--- src/sv/mueller_retarder_ray_chain_defines.svh ---
// Assertion macros for the retarder ray chain.
`ifndef MUELLER_RETARDER_RAY_CHAIN_DEFINES_SVH
`define MUELLER_RETARDER_RAY_CHAIN_DEFINES_SVH
`ifndef SYNTH
`define MRR_ASSERT_IMPL(lbl, pre, post) \
  lbl: assert property (@(posedge clk) disable iff (!rst_n) (pre) |-> (post)) \
    else $error("mrr: assertion failed");
`define MRR_ASSERT_NEXT(lbl, pre, post) \
  lbl: assert property (@(posedge clk) disable iff (!rst_n) (pre) |=> (post)) \
    else $error("mrr: assertion failed");
`else
`define MRR_ASSERT_IMPL(lbl, pre, post)
`define MRR_ASSERT_NEXT(lbl, pre, post)
`endif
`endif

--- src/sv/mrr_pkg.sv ---
// Shared types, widths and codes of the retarder ray chain.
package mrr_pkg;

  localparam int FRAC_BITS       = 14;
  localparam int NUM_WAVELENGTHS = 3;
  localparam int NUM_WEIGHTS     = 3;
  localparam int ONE_Q           = 1 << FRAC_BITS;

  localparam int TRIG_W     = 16;
  localparam int STOKES_W   = FRAC_BITS + 4;
  localparam int COEF_W     = STOKES_W + 1;
  localparam int OPA_W      = COEF_W;
  localparam int OPB_W      = STOKES_W;
  localparam int PROD_W     = OPA_W + OPB_W;
  localparam int ACC_W      = PROD_W + 3;
  localparam int WGT_W      = 16;
  localparam int INTEN_W    = FRAC_BITS + 3;
  localparam int OUT_W      = FRAC_BITS + 1;
  localparam int WIDX_W     = 2;
  localparam int CFG_IDX_W  = 3;
  localparam int CFG_DATA_W = 16;
  localparam int IN_DATA_W  = 4 * TRIG_W;
  localparam int IN_USER_W  = WIDX_W + 1;
  localparam int OUT_DATA_W = ((OUT_W + 7) / 8) * 8;

  typedef enum logic [CFG_IDX_W-1:0] {
    CFG_POL_COS2      = 3'd0,
    CFG_POL_SIN2      = 3'd1,
    CFG_ANA_COS2      = 3'd2,
    CFG_ANA_SIN2      = 3'd3,
    CFG_WEIGHT_FIRST  = 3'd4,
    CFG_WEIGHT_SECOND = 3'd5,
    CFG_WEIGHT_THIRD  = 3'd6
  } cfg_index_t;

  // Rounding position of the accumulator read-out.
  typedef enum logic [1:0] {
    RND_Q   = 2'd0,
    RND_ANA = 2'd1,
    RND_WGT = 2'd2
  } rnd_sel_t;

  typedef struct packed {
    logic     issue;
    logic     load;
    rnd_sel_t rsel;
  } mac_ctrl_t;

  typedef struct packed {
    logic signed [TRIG_W-1:0] pol_cos2;
    logic signed [TRIG_W-1:0] pol_sin2;
    logic signed [TRIG_W-1:0] ana_cos2;
    logic signed [TRIG_W-1:0] ana_sin2;
  } cfg_regs_t;

  typedef enum logic {
    ST_IDLE = 1'b0,
    ST_RUN  = 1'b1
  } state_t;

endpackage

--- src/sv/mueller_retarder_ray_chain.sv ---
// Top level: linear-retarder Mueller chain along one ray, sequenced on one shared MAC.
//
//   channel | direction | handshake           | payload
//   --------+-----------+---------------------+------------------------------------
//   in_     | in        | in_tvalid/in_tready | in_tdata, in_tuser, in_tlast
//   out_    | out       | out_tvalid/out_tready| out_tdata
//   cfg_    | in        | cfg_valid/cfg_ready | cfg_index, cfg_data
//
// Each site passes its 17 products, and a last site its 20, one by one through the shared
// 19x18 multiplier and its accumulator; the product and the running sum are registered
// between operand and write-back.
// A last site waits at its final step while the result register is full and not being read.
// rst_n restores the register defaults and zeroes the Stokes state.
// The result register lets the next site be accepted while a result waits.
`include "mueller_retarder_ray_chain_defines.svh"
module mueller_retarder_ray_chain import mrr_pkg::*; (
  input  logic                  clk,
  input  logic                  rst_n,
  input  logic                  in_tvalid,
  output logic                  in_tready,
  // [15:0] cos_twice_azimuth, [31:16] sin_twice_azimuth,
  // [47:32] cos_retardance, [63:48] sin_retardance
  input  logic [IN_DATA_W-1:0]  in_tdata,
  // [1:0] wavelength_index, [2] first_site
  input  logic [IN_USER_W-1:0]  in_tuser,
  input  logic                  in_tlast,
  output logic                  out_tvalid,
  input  logic                  out_tready,
  // [14:0] weighted_intensity, [15] zero
  output logic [OUT_DATA_W-1:0] out_tdata,
  input  logic                  cfg_valid,
  output logic                  cfg_ready,
  input  logic [CFG_IDX_W-1:0]  cfg_index,
  input  logic [CFG_DATA_W-1:0] cfg_data
);

  localparam int STEP_W = 5;
  localparam int WB_LAT = 2;

  // Issue steps of the shared multiplier.
  localparam logic [STEP_W-1:0] STEP_CC    = 5'd0;
  localparam logic [STEP_W-1:0] STEP_SS    = 5'd1;
  localparam logic [STEP_W-1:0] STEP_SC    = 5'd2;
  localparam logic [STEP_W-1:0] STEP_M22   = 5'd3;
  localparam logic [STEP_W-1:0] STEP_M11   = 5'd4;
  localparam logic [STEP_W-1:0] STEP_M12   = 5'd5;
  localparam logic [STEP_W-1:0] STEP_M31   = 5'd6;
  localparam logic [STEP_W-1:0] STEP_M23   = 5'd7;
  localparam logic [STEP_W-1:0] STEP_R1A   = 5'd8;
  localparam logic [STEP_W-1:0] STEP_R1B   = 5'd9;
  localparam logic [STEP_W-1:0] STEP_R1C   = 5'd10;
  localparam logic [STEP_W-1:0] STEP_R2A   = 5'd11;
  localparam logic [STEP_W-1:0] STEP_R2B   = 5'd12;
  localparam logic [STEP_W-1:0] STEP_R2C   = 5'd13;
  localparam logic [STEP_W-1:0] STEP_R3A   = 5'd14;
  localparam logic [STEP_W-1:0] STEP_R3B   = 5'd15;
  localparam logic [STEP_W-1:0] STEP_R3C   = 5'd16;
  localparam logic [STEP_W-1:0] STEP_ANA_C = 5'd17;
  localparam logic [STEP_W-1:0] STEP_ANA_S = 5'd18;
  localparam logic [STEP_W-1:0] STEP_WGT   = 5'd21;

  // Write-back steps: the rounded sum shows after its last issue, once product and sum are registered.
  localparam logic [STEP_W-1:0] WB_CC     = STEP_CC    + STEP_W'(WB_LAT);
  localparam logic [STEP_W-1:0] WB_SS     = STEP_SS    + STEP_W'(WB_LAT);
  localparam logic [STEP_W-1:0] WB_SC     = STEP_SC    + STEP_W'(WB_LAT);
  localparam logic [STEP_W-1:0] WB_M22    = STEP_M22   + STEP_W'(WB_LAT);
  localparam logic [STEP_W-1:0] WB_M11    = STEP_M11   + STEP_W'(WB_LAT);
  localparam logic [STEP_W-1:0] WB_M12    = STEP_M12   + STEP_W'(WB_LAT);
  localparam logic [STEP_W-1:0] WB_M31    = STEP_M31   + STEP_W'(WB_LAT);
  localparam logic [STEP_W-1:0] WB_M23    = STEP_M23   + STEP_W'(WB_LAT);
  localparam logic [STEP_W-1:0] WB_N1     = STEP_R1C   + STEP_W'(WB_LAT);
  localparam logic [STEP_W-1:0] WB_N2     = STEP_R2C   + STEP_W'(WB_LAT);
  localparam logic [STEP_W-1:0] WB_COMMIT = STEP_R3C   + STEP_W'(WB_LAT);
  localparam logic [STEP_W-1:0] WB_INTEN  = STEP_ANA_S + STEP_W'(WB_LAT);
  localparam logic [STEP_W-1:0] WB_OUT    = STEP_WGT   + STEP_W'(WB_LAT);

  localparam mac_ctrl_t MAC_LOAD_Q   = '{issue: 1'b1, load: 1'b1, rsel: RND_Q};
  localparam mac_ctrl_t MAC_LOAD_ANA = '{issue: 1'b1, load: 1'b1, rsel: RND_ANA};
  localparam mac_ctrl_t MAC_LOAD_WGT = '{issue: 1'b1, load: 1'b1, rsel: RND_WGT};
  localparam mac_ctrl_t MAC_ADD      = '{issue: 1'b1, load: 1'b0, rsel: RND_Q};

  localparam int ST_MAX    = (1 << (STOKES_W - 1)) - 1;
  localparam int ST_MIN    = -(1 << (STOKES_W - 1));
  localparam int INTEN_MAX = 4 * ONE_Q;

  function automatic logic signed [STOKES_W-1:0] sat_stokes(
    input logic signed [ACC_W-1:0] x
  );
    if (x > ACC_W'(ST_MAX)) begin
      return STOKES_W'(ST_MAX);
    end else if (x < ACC_W'(ST_MIN)) begin
      return STOKES_W'(ST_MIN);
    end
    return x[STOKES_W-1:0];
  endfunction

  function automatic logic [INTEN_W-1:0] clamp_inten(input logic signed [ACC_W-1:0] x);
    if (x < 0) begin
      return '0;
    end else if (x > ACC_W'(INTEN_MAX)) begin
      return INTEN_W'(INTEN_MAX);
    end
    return x[INTEN_W-1:0];
  endfunction

  function automatic logic [OUT_W-1:0] clamp_out(input logic signed [ACC_W-1:0] x);
    if (x < 0) begin
      return '0;
    end else if (x > ACC_W'(ONE_Q)) begin
      return OUT_W'(ONE_Q);
    end
    return x[OUT_W-1:0];
  endfunction

  // Input unpacking.
  logic signed [TRIG_W-1:0] in_cb, in_sb, in_cd, in_sd;
  logic [WIDX_W-1:0]        in_widx;
  logic                     in_first;
  logic                     in_acc;

  assign in_cb    = in_tdata[TRIG_W-1:0];
  assign in_sb    = in_tdata[2*TRIG_W-1:TRIG_W];
  assign in_cd    = in_tdata[3*TRIG_W-1:2*TRIG_W];
  assign in_sd    = in_tdata[4*TRIG_W-1:3*TRIG_W];
  assign in_widx  = in_tuser[WIDX_W-1:0];
  assign in_first = in_tuser[WIDX_W];
  assign in_acc   = in_tvalid & in_tready;

  // Sequencer and datapath state.
  state_t                     state_r, state_nxt;
  logic [STEP_W-1:0]          step_r, step_nxt;
  logic                       run;
  logic                       out_free, out_load, seq_done;

  logic signed [TRIG_W-1:0]   cb_r, sb_r, cd_r, sd_r;
  logic [WIDX_W-1:0]          widx_r;
  logic                       last_r;

  logic signed [STOKES_W-1:0] stokes_h_r, stokes_d_r, stokes_c_r;
  logic signed [STOKES_W-1:0] stokes_h_nxt, stokes_d_nxt, stokes_c_nxt;
  logic signed [STOKES_W-1:0] pol_h, pol_d;

  logic signed [STOKES_W-1:0] cc_r, ss_r, sc_r;
  logic signed [COEF_W-1:0]   m11_r, m12_r, m22_r;
  logic signed [STOKES_W-1:0] m13_r, m31_r, m23_r, m32_r;
  logic signed [STOKES_W-1:0] n1_r, n2_r;
  logic [INTEN_W-1:0]         inten_r;
  logic signed [TRIG_W:0]     one_minus_cd;

  logic                       out_valid_r, out_valid_nxt;
  logic [OUT_W-1:0]           out_data_r, out_data_nxt;

  cfg_regs_t                  cfg_regs;
  logic [WGT_W-1:0]           weight;

  mac_ctrl_t                  mac_ctrl;
  logic signed [OPA_W-1:0]    op_a;
  logic signed [OPB_W-1:0]    op_b;
  logic signed [ACC_W-1:0]    mac_res;

  assign cfg_ready = 1'b1;

  mrr_cfg u_cfg (
    .clk      (clk),
    .rst_n    (rst_n),
    .wr_en    (cfg_valid & cfg_ready),
    .wr_index (cfg_index),
    .wr_data  (cfg_data),
    .widx     (widx_r),
    .regs     (cfg_regs),
    .weight   (weight)
  );

  mrr_mac u_mac (
    .clk   (clk),
    .rst_n (rst_n),
    .ctrl  (mac_ctrl),
    .op_a  (op_a),
    .op_b  (op_b),
    .res   (mac_res)
  );

  assign out_free = !out_valid_r || out_tready;
  assign out_load = run && (step_r == WB_OUT) && out_free;
  assign seq_done = (run && (step_r == WB_COMMIT) && !last_r) || out_load;

  // Next state.
  always_comb begin
    state_nxt = state_r;
    unique case (state_r)
      ST_IDLE: if (in_tvalid) state_nxt = ST_RUN;
      ST_RUN:  if (seq_done) state_nxt = ST_IDLE;
      default: state_nxt = ST_IDLE;
    endcase
  end

  // State outputs.
  always_comb begin
    in_tready = 1'b0;
    run       = 1'b0;
    unique case (state_r)
      ST_IDLE: in_tready = 1'b1;
      ST_RUN:  run       = 1'b1;
      default: ;
    endcase
  end

  // Hold the final step while the result register is full and not being read.
  always_comb begin
    step_nxt = step_r;
    if (in_acc) begin
      step_nxt = '0;
    end else if (run && !((step_r == WB_OUT) && !out_free)) begin
      step_nxt = step_r + STEP_W'(1);
    end
  end

  assign one_minus_cd = (TRIG_W+1)'(ONE_Q) - (TRIG_W+1)'(cd_r);

  // Operand select and MAC control per step.
  always_comb begin
    op_a     = '0;
    op_b     = '0;
    mac_ctrl = '0;
    if (run) begin
      unique case (step_r)
        STEP_CC: begin
          op_a = OPA_W'(cb_r); op_b = OPB_W'(cb_r); mac_ctrl = MAC_LOAD_Q;
        end
        STEP_SS: begin
          op_a = OPA_W'(sb_r); op_b = OPB_W'(sb_r); mac_ctrl = MAC_LOAD_Q;
        end
        STEP_SC: begin
          op_a = OPA_W'(sb_r); op_b = OPB_W'(cb_r); mac_ctrl = MAC_LOAD_Q;
        end
        STEP_M22: begin
          op_a = OPA_W'(cc_r); op_b = OPB_W'(cd_r); mac_ctrl = MAC_LOAD_Q;
        end
        STEP_M11: begin
          op_a = OPA_W'(ss_r); op_b = OPB_W'(cd_r); mac_ctrl = MAC_LOAD_Q;
        end
        STEP_M12: begin
          op_a = OPA_W'(sc_r); op_b = OPB_W'(one_minus_cd); mac_ctrl = MAC_LOAD_Q;
        end
        STEP_M31: begin
          op_a = OPA_W'(sb_r); op_b = OPB_W'(sd_r); mac_ctrl = MAC_LOAD_Q;
        end
        STEP_M23: begin
          op_a = OPA_W'(cb_r); op_b = OPB_W'(sd_r); mac_ctrl = MAC_LOAD_Q;
        end
        STEP_R1A: begin
          op_a = m11_r; op_b = stokes_h_r; mac_ctrl = MAC_LOAD_Q;
        end
        STEP_R1B: begin
          op_a = m12_r; op_b = stokes_d_r; mac_ctrl = MAC_ADD;
        end
        STEP_R1C: begin
          op_a = OPA_W'(m13_r); op_b = stokes_c_r; mac_ctrl = MAC_ADD;
        end
        STEP_R2A: begin
          op_a = m22_r; op_b = stokes_d_r; mac_ctrl = MAC_LOAD_Q;
        end
        STEP_R2B: begin
          op_a = m12_r; op_b = stokes_h_r; mac_ctrl = MAC_ADD;
        end
        STEP_R2C: begin
          op_a = OPA_W'(m23_r); op_b = stokes_c_r; mac_ctrl = MAC_ADD;
        end
        STEP_R3A: begin
          op_a = OPA_W'(cd_r); op_b = stokes_c_r; mac_ctrl = MAC_LOAD_Q;
        end
        STEP_R3B: begin
          op_a = OPA_W'(m31_r); op_b = stokes_h_r; mac_ctrl = MAC_ADD;
        end
        STEP_R3C: begin
          op_a = OPA_W'(m32_r); op_b = stokes_d_r; mac_ctrl = MAC_ADD;
        end
        STEP_ANA_C: begin
          op_a = OPA_W'(cfg_regs.ana_cos2); op_b = n1_r;
          if (last_r) mac_ctrl = MAC_LOAD_ANA;
        end
        STEP_ANA_S: begin
          op_a = OPA_W'(cfg_regs.ana_sin2); op_b = n2_r;
          if (last_r) mac_ctrl = MAC_ADD;
        end
        STEP_WGT: begin
          op_a = OPA_W'($signed({1'b0, inten_r}));
          op_b = OPB_W'($signed({1'b0, weight}));
          mac_ctrl = MAC_LOAD_WGT;
        end
        default: ;
      endcase
    end
  end

  // Polarizer output of an unpolarized unit beam: half of each term, rounded up.
  assign pol_h = (STOKES_W'(cfg_regs.pol_cos2) + STOKES_W'(1)) >>> 1;
  assign pol_d = (STOKES_W'(cfg_regs.pol_sin2) + STOKES_W'(1)) >>> 1;

  always_comb begin
    stokes_h_nxt = stokes_h_r;
    stokes_d_nxt = stokes_d_r;
    stokes_c_nxt = stokes_c_r;
    if (in_acc && in_first) begin
      stokes_h_nxt = pol_h;
      stokes_d_nxt = pol_d;
      stokes_c_nxt = '0;
    end else if (run && (step_r == WB_COMMIT)) begin
      stokes_h_nxt = n1_r;
      stokes_d_nxt = n2_r;
      stokes_c_nxt = sat_stokes(mac_res);
    end
  end

  always_comb begin
    out_valid_nxt = out_valid_r;
    out_data_nxt  = out_data_r;
    if (out_load) begin
      out_valid_nxt = 1'b1;
      out_data_nxt  = clamp_out(mac_res);
    end else if (out_tready) begin
      out_valid_nxt = 1'b0;
    end
  end

  always_ff @(posedge clk) begin
    if (!rst_n) begin
      state_r     <= ST_IDLE;
      step_r      <= '0;
      out_valid_r <= 1'b0;
      stokes_h_r  <= '0;
      stokes_d_r  <= '0;
      stokes_c_r  <= '0;
    end else begin
      state_r     <= state_nxt;
      step_r      <= step_nxt;
      out_valid_r <= out_valid_nxt;
      stokes_h_r  <= stokes_h_nxt;
      stokes_d_r  <= stokes_d_nxt;
      stokes_c_r  <= stokes_c_nxt;
    end
  end

  always_ff @(posedge clk) begin
    out_data_r <= out_data_nxt;
    if (in_acc) begin
      cb_r   <= in_cb;
      sb_r   <= in_sb;
      cd_r   <= in_cd;
      sd_r   <= in_sd;
      widx_r <= in_widx;
      last_r <= in_tlast;
    end
  end

  // Capture rounded MAC results into the coefficient and partial registers.
  always_ff @(posedge clk) begin
    if (run) begin
      case (step_r)
        WB_CC:  cc_r  <= mac_res[STOKES_W-1:0];
        WB_SS:  ss_r  <= mac_res[STOKES_W-1:0];
        WB_SC:  sc_r  <= mac_res[STOKES_W-1:0];
        WB_M22: m22_r <= COEF_W'(ss_r) + mac_res[COEF_W-1:0];
        WB_M11: m11_r <= COEF_W'(cc_r) + mac_res[COEF_W-1:0];
        WB_M12: m12_r <= mac_res[COEF_W-1:0];
        WB_M31: begin
          m31_r <= mac_res[STOKES_W-1:0];
          m13_r <= -mac_res[STOKES_W-1:0];
        end
        WB_M23: begin
          m23_r <= mac_res[STOKES_W-1:0];
          m32_r <= -mac_res[STOKES_W-1:0];
        end
        WB_N1:    n1_r    <= sat_stokes(mac_res);
        WB_N2:    n2_r    <= sat_stokes(mac_res);
        WB_INTEN: inten_r <= clamp_inten(mac_res);
        default: ;
      endcase
    end
  end

  assign out_tvalid = out_valid_r;
  assign out_tdata  = OUT_DATA_W'(out_data_r);

  `MRR_ASSERT_IMPL(a_result_needs_last, out_load, last_r)
  `MRR_ASSERT_IMPL(a_step_in_schedule, state_r == ST_RUN, step_r <= WB_OUT)
  `MRR_ASSERT_NEXT(a_linear_hold, run && (step_r != WB_COMMIT), $stable({stokes_h_r, stokes_d_r}))
  `MRR_ASSERT_NEXT(a_circular_hold, run && (step_r != WB_COMMIT), $stable(stokes_c_r))
  `MRR_ASSERT_IMPL(a_result_range, out_valid_r, out_data_r <= OUT_W'(ONE_Q))

endmodule

--- src/sv/mrr_cfg.sv ---
// Configuration register file: polarizer, analyzer and wavelength weights.
module mrr_cfg import mrr_pkg::*; (
  input  logic                  clk,
  input  logic                  rst_n,
  input  logic                  wr_en,
  input  logic [CFG_IDX_W-1:0]  wr_index,
  input  logic [CFG_DATA_W-1:0] wr_data,
  input  logic [WIDX_W-1:0]     widx,
  output cfg_regs_t             regs,
  output logic [WGT_W-1:0]      weight
);

  cfg_regs_t        regs_r, regs_nxt;
  logic [WGT_W-1:0] weight_r   [NUM_WEIGHTS];
  logic [WGT_W-1:0] weight_nxt [NUM_WEIGHTS];

  always_comb begin
    regs_nxt   = regs_r;
    weight_nxt = weight_r;
    if (wr_en) begin
      unique case (cfg_index_t'(wr_index))
        CFG_POL_COS2:      regs_nxt.pol_cos2 = wr_data;
        CFG_POL_SIN2:      regs_nxt.pol_sin2 = wr_data;
        CFG_ANA_COS2:      regs_nxt.ana_cos2 = wr_data;
        CFG_ANA_SIN2:      regs_nxt.ana_sin2 = wr_data;
        CFG_WEIGHT_FIRST:  weight_nxt[0]     = wr_data;
        CFG_WEIGHT_SECOND: weight_nxt[1]     = wr_data;
        CFG_WEIGHT_THIRD:  weight_nxt[2]     = wr_data;
        default: ;
      endcase
    end
  end

  always_ff @(posedge clk) begin
    if (!rst_n) begin
      regs_r.pol_cos2 <= 16'sd16384;
      regs_r.pol_sin2 <= 16'sd0;
      regs_r.ana_cos2 <= -16'sd16384;
      regs_r.ana_sin2 <= 16'sd0;
      weight_r[0]     <= 16'd13107;
      weight_r[1]     <= 16'd26214;
      weight_r[2]     <= 16'd13107;
    end else begin
      regs_r   <= regs_nxt;
      weight_r <= weight_nxt;
    end
  end

  // Unused wavelength codes select a zero weight.
  always_comb begin
    weight = '0;
    if ((widx < NUM_WAVELENGTHS) && (widx < NUM_WEIGHTS)) begin
      weight = weight_r[widx];
    end
  end

  assign regs = regs_r;

endmodule

--- src/sv/mrr_mac.sv ---
// Shared multiply-accumulate unit with a registered product and rounding read-out.
module mrr_mac import mrr_pkg::*; (
  input  logic                    clk,
  input  logic                    rst_n,
  input  mac_ctrl_t               ctrl,
  input  logic signed [OPA_W-1:0] op_a,
  input  logic signed [OPB_W-1:0] op_b,
  output logic signed [ACC_W-1:0] res
);

  localparam logic signed [ACC_W-1:0] BIAS_Q   = ACC_W'(64'sd1 <<< (FRAC_BITS - 1));
  localparam logic signed [ACC_W-1:0] BIAS_ANA =
    ACC_W'((64'sd1 <<< (2 * FRAC_BITS - 1)) + (64'sd1 <<< FRAC_BITS));
  localparam logic signed [ACC_W-1:0] BIAS_WGT = ACC_W'(64'sd1 <<< (WGT_W - 1));

  mac_ctrl_t                 ctrl_r;
  logic signed [PROD_W-1:0]  prod_r, prod_nxt;
  logic signed [ACC_W-1:0]   acc_r, acc_nxt;
  logic signed [ACC_W-1:0]   bias;
  rnd_sel_t                  rsel_r, rsel_nxt;

  assign prod_nxt = op_a * op_b;

  // Load starts a new sum with its rounding offset preset; otherwise the product adds to the running sum.
  always_comb begin
    case (ctrl_r.rsel)
      RND_ANA: bias = BIAS_ANA;
      RND_WGT: bias = BIAS_WGT;
      default: bias = BIAS_Q;
    endcase
    acc_nxt  = (ctrl_r.load ? bias : acc_r) + ACC_W'(prod_r);
    rsel_nxt = ctrl_r.load ? ctrl_r.rsel : rsel_r;
  end

  always_ff @(posedge clk) begin
    if (!rst_n) begin
      ctrl_r <= '0;
    end else begin
      ctrl_r <= ctrl;
    end
  end

  always_ff @(posedge clk) begin
    prod_r <= prod_nxt;
    if (ctrl_r.issue) begin
      acc_r  <= acc_nxt;
      rsel_r <= rsel_nxt;
    end
  end

  always_comb begin
    case (rsel_r)
      RND_ANA: res = acc_r >>> (FRAC_BITS + 1);
      RND_WGT: res = acc_r >>> WGT_W;
      default: res = acc_r >>> FRAC_BITS;
    endcase
  end

endmodule

--- config.mk ---
export PLATFORM = sky130hd
export DESIGN_NAME = mueller_retarder_ray_chain
export DESIGN_NICKNAME = d
export VERILOG_FILES = /design/src/sv/mrr_pkg.sv /design/src/sv/mueller_retarder_ray_chain.sv /design/src/sv/mrr_cfg.sv /design/src/sv/mrr_mac.sv
export VERILOG_INCLUDE_DIRS = /design/src /design/src/sv
export SDC_FILE = /design/constraint.sdc
export NUM_CORES = 2
export LEC_CHECK = 0
export BUFFER_PORTS_ARGS = -buffer_cell sky130_fd_sc_hd__buf_2
export CAP_MARGIN = 30
export CORE_ASPECT_RATIO = 0.5
export CORE_UTILIZATION = 45
export DETAILED_ROUTE_END_ITERATION = 16
export GPL_ROUTABILITY_DRIVEN = 0
export HOLD_SLACK_MARGIN = 0.08
export PLACE_DENSITY = 0.7
export SYNTH_ARGS = -nofsm -noshare
export SYNTH_HDL_FRONTEND = slang
export SYNTH_SLANG_ARGS = --single-unit
--- constraint.sdc ---
create_clock -name clk -period 9.5 [get_ports clk]
set_input_delay 1.9 -clock clk [delete_from_list [all_inputs] [get_ports clk]]
set_output_delay 1.9 -clock clk [all_outputs]
set_load 0.05 [all_outputs]
Word-level counts from Yosys, hierarchy flattened
Index checks and enable logic that the tools add are counted.

Multipliers: 1. Order comparisons: 7. Add/sub/neg operators: 8. Bitwise operators: 4. Reductions and logical operators: 50. Muxes and demuxes: 51. Eq/ne operators: 31.

Operator list (number): $pmux 19 s16 (1); $pmux 18 s11 (1); $mux 18 (10); $pmux 28 s2 (1); $gt 26x18->1 const B (2); $mux 17 (3); $pmux 25 s2 (1); $mux 16 (3); $mux 15 (3); $add 40x37->40 (1); $eq 5x4->1 const B (8); $mux 40 (1); $reduce_and 2->1 (20); $add 19x19->19 (2); $mul 19x18->37 (1); $add 16x2->17 const B (2); $bmux 16 s2 (1); $eq 5x5->1 const B (6); $gt 26x16->1 const B (1); $lt 26x1->1 const B (1); $lt 26x18->1 const B (1); $mux 1 (21); $eq 5x3->1 const B (4); $pmux 4 s5 (1); 28 further kinds (56).

Logic and storage cells: 191. Bits in registers: 574.

Depth between registers and ports, before layout
Depth after elaboration: 8. Mapped depth: 36. Depth with buffers taken out: 33.

Cells and area by module
From an unflattened synthesis, not the netlist that was laid out.

Cells, all modules: 4006. Area total of the unflattened synthesis: 41066.9 µm².

By module, submodules not included: mueller_retarder_ray_chain (sequential area each 10710.3 µm², cells each 1592, times used 1, area each 18632.9 µm²); mrr_mac (sequential area each 2082.0 µm², cells each 1973, times used 1, area each 17888.4 µm²); mrr_cfg (sequential area each 2242.2 µm², cells each 441, times used 1, area each 4545.6 µm²).

Least setup slack after synthesis
Ideal clock, no wire load.

Kind: flip-flop to flip-flop. From: register step_r[0]. To: register u_mac.prod_r[36]. Data arrival time: 8.375 ns. Stages on the path, launching flop included: 33. Period minus slack after synthesis: 8.448 ns. Data required time: 9.428 ns. Setup slack: 1.052 ns. Cell sequence: dfxtp_1 > ha_1 > buf_2 > and3_1 > ha_1 > a31o_1 > buf_6 > or3_1 > or4b_4 > and2_1 > buf_2 > o21ai_2 > buf_4 > nor2_1 > fa_1 > inv_1 > fa_1 > fa_1 > fa_1 > inv_1 > fa_1 > inv_1 > fa_1 > inv_1 > ha_1 > a211o_1 > o41ai_1 > o21ai_0 > a22o_1 > a211o_1 > a31o_2 > a21oi_1 > xnor2_1.

Word-level cells in the longest chain between the ends: 5. Elaborated cells between the ends (all ways): 34. Classes of those cells: mul: 1; eq/ne: 19; mux: 4; reduce/logical: 10.

Ends and longest elaborated chain: from (decl) (RTL line mueller_retarder_ray_chain.sv:131) `logic [STEP_W-1:0] step_r, step_nxt;`; from (signal assigned) (RTL line mueller_retarder_ray_chain.sv:336) `step_r <= step_nxt;`; $eq 5x3->1, or another cell as far along (RTL line mueller_retarder_ray_chain.sv:226) `unique case (step_r)`; $reduce_or 3->1 (no source line) / $reduce_or 2->1 (equally long branches); $pmux 19 s16 / $pmux 18 s11 (equally long branches) (RTL line mueller_retarder_ray_chain.sv:226); $mux 19 / $mux 18 (equally long branches) (RTL line mueller_retarder_ray_chain.sv:225) `if (run) begin`; $mul 19x18->37 (*) (RTL line mrr_mac.sv:22) `assign prod_nxt = op_a * op_b;`; named net u_mac.prod_nxt[36] (RTL line mrr_mac.sv:17) `logic signed [PROD_W-1:0] prod_r, prod_nxt;`; to (signal assigned) (RTL line mrr_mac.sv:44) `prod_r <= prod_nxt;`; to (decl) (RTL line mrr_mac.sv:17).

The timed path passes the listed nets; every way through them passes the cells marked *. A chain may end at the register's enable or synchronous reset.

Worst setup path in the final report
From: register step_r[0]. To: register u_mac.prod_r[34].

Same word-level chain as after synthesis.

==> results.txt <==
port bufs: 108
top cell family by delay on the critical path: adder cells
Post-Route WL: 127,000 um
post-route setup slack: 0.339 ns
# DRC: 0
period utilisation layout: 0.964
routed via count: 31.5k
placed insts: 5,215
DP Worst Slack: 0.385 ns
Post-synth EDFFs: 358
P per Cell Area: 161 nW/um^2
Fmax: 109 MHz
Layout Utilization: 0.508
worst min-delay path class: reg -> reg
DR pass1 iterations: 11
hold endpoint: stokes_c_r[16]
worst min-delay path startpoint: stokes_c_r[16]
initial antenna violation count: 4
WP buf/inv: 6
Gate Count Post-Synth: 3,980
Clock Latency Late Sink: 0.67 ns
reg2reg setup slack: 0.34 ns
asr flop ratio synth: 0
cts bufs inserted: 54
clk slew on worst S/H paths: 0.07 ns
Period minus WS final: 9.16 ns
CTS Root Cell: clkbuf_16
crit-path max FO: 11
Post-synth top flop: edfxtp_1
Setup CP Type: reg -> reg
Synth-to-Final Area Change: 10.9%
Syn Nets: 4,604
Avg Inst Size Synth: 9.97 sq um
cell depth of the worst flop-to-flop path: 28
Slew headroom: 0.261
CP max stage cell: or4b_4
global-route wire length before repair: 191,000 um
CTS tree: done
status: finished, final reports clean
Final nets: 4,726
RSZ-0062 raised after global routing: true
gr ovfl total: 0
fin cells: 5,320
height of the chip: 212 um
total core area: 86,700 sq um
total track usage: 0.282
clock skew: 0.0472 ns
cell repeated most along the worst path: fa_1
Critical Path End Type: flip-flop
commonest cells after routing, fill and taps aside: nand2_1 (581), inv_1 (490), edfxtp_1 (358)
Die Wd: 422 um
IO Count: 111
clock sinks: 572
post-CTS setup buffers: 0
post-route ant nets: 0
HPWL Detailed: 95,900 um
Min-Delay Path Depth: 2
Setup crit start kind: flip-flop
worst reg2reg path startpoint: step_r[0]
largest net degree at the start of global routing: 79
CP arrival: 9.74 ns
wire per inst: 23.9 um
hold buffers post-CTS: 0
Final Setup Violations: 0
Static Leakage: 0.0179 uW
DR iter-0 viols: 4,524
CTS resizes: 0
Peak VDD IR: 0.000162 V
H-tree depth: 2
Synth cell types: 80
yosys warns: 0
Max-Cap Viols: 0
DP Area: 42,100 sq um
hold slack: 0.459 ns
max-slew violations: 0
vias in the first global route: 31.2k
final design area excluding fillers: 44,000 sq um
Req. time, crit path: 10.08 ns
commonest non-fill, non-tap cell in the layout: nand2_1
die area: 89,500 sq um
row cnt: 76
share of cells above drive strength 1: 0.0962
CTS Buffer Depth: 3
Largest stage delay, worst path: 0.57 ns
post-synthesis instance area: 39,700 sq um
Synth Register Bits: 572
Worst Max-Slew Pin Slew: 1.10 ns
Vias/cell: 5.93
Initial Util: 0.458
reg2reg end: u_mac.prod_r[34]
sequential area share after synthesis: 0.379
Fin. Hold Viols: 0
cell families after synthesis:
logic type,count (synthesis),synth area share
buffers and inverters,666,0.0670
DFF,572,0.379
adders and majority gates,532,0.234
muxes,23,0.00586
AOI/OAI and AO/OA,740,0.135
xor gates and xnor gates,157,0.0346
other,2,0.000189
and+or+nand+nor,1288,0.145
power by group:
| part | switching, uW | internal [uW] |
|---|---|---|
| logic | 1120 | 674 |
| clock network | 1030 | 1330 |
| registers | 104 | 2830 |
| total | 2260 | 4840 |
synthesized netlist by cell type, types with 7 or more instances:
cell	number	area [sq um]
a211oi_1	12	90.1
a21boi_0	93	698
a21o_1	31	233
a21oi_1	134	671
a221oi_1	37	324
a222oi_1	56	561
a22o_1	26	228
a22oi_1	107	803
a31oi_1	13	81.3
a41o_1	9	90.1
a41oi_1	9	78.8
and2_1	42	263
and3_1	35	219
and4_1	17	149
buf_1	7	26.3
buf_2	64	320
buf_4	9	67.6
clkbuf_1	87	327
dfxtp_1	214	4280
edfxtp_1	358	10800
fa_1	349	6990
ha_1	183	2290
inv_1	490	1840
mux2i_1	21	210
nand2_1	582	2180
nand2b_1	37	231
nand3_1	84	420
nand4_1	14	87.6
nor2_1	302	1130
nor2b_1	83	519
nor3_1	47	235
nor4_1	9	56.3
o21a_1	26	195
o21ai_0	96	480
o21bai_1	12	90.1
o31ai_1	9	67.6
or2_2	10	62.6
or3_1	13	81.3
xnor2_1	112	981
xor2_1	45	394
worst register-to-register path: cells and delay by family, from the launching register on:
kind	cells	cell delay, ns
AND/OR/NAND/NOR	5	1.97
buffers and inverters	6	0.50
adder cells (fa/ha/maj)	8	3.77
XOR/XNOR	1	0.13
AO/OA/AOI/OAI	8	2.30
flip-flops	1	0.43
state kept, by name (all words and copies together) (netlist names), 19 cells and up:
register and flops:
u_cfg.weight_r 48, m12_r 19, m11_r 19, u_mac.prod_r 37
m22_r 19, u_mac.acc_r 40, u_cfg.regs 64
cell type report:
cell class | instances | area [sq um]
antenna | 3 | 7.51
clock buffer | 72 | 1530
clock inverter | 29 | 380
fill | 7694 | 42700
inverter | 493 | 1850
multi-input combinational | 2742 | 22100
sequential | 572 | 15000
tap | 1170 | 1460
timing repair buffer | 239 | 1650
per-stage QoR:
stage               total power, uW   TNS, ns
floorplan                      4170         0
global placement               4670         0
detailed placement             4730         0
CTS                            7050         0
global route                   7370  -0.00800
finish                         7100         0
routing by layer:
metal  up-vias  part of all wire  track usage
li1      13760                 -            -
met1     15269              0.37        0.358
met2      2050              0.44        0.443
met3       443              0.13       0.0773
met4         2             0.062        0.149
met5         -           0.00018            0
how the worst max path moves through the flow:
stage                    from  depth (start not counted)  slack (ns)                to
floorplan           step_r[0]                         32        1.05  u_mac.prod_r[36]
global placement    step_r[0]                         28        0.44  u_mac.prod_r[35]
detailed placement  step_r[1]                         29        0.38  u_mac.prod_r[35]
CTS                 step_r[1]                         29        0.35  u_mac.prod_r[35]
global route        step_r[0]                         29      -0.008  u_mac.prod_r[36]
finish              step_r[0]                         28        0.34  u_mac.prod_r[34]
(Power assumes the default switching activity.)
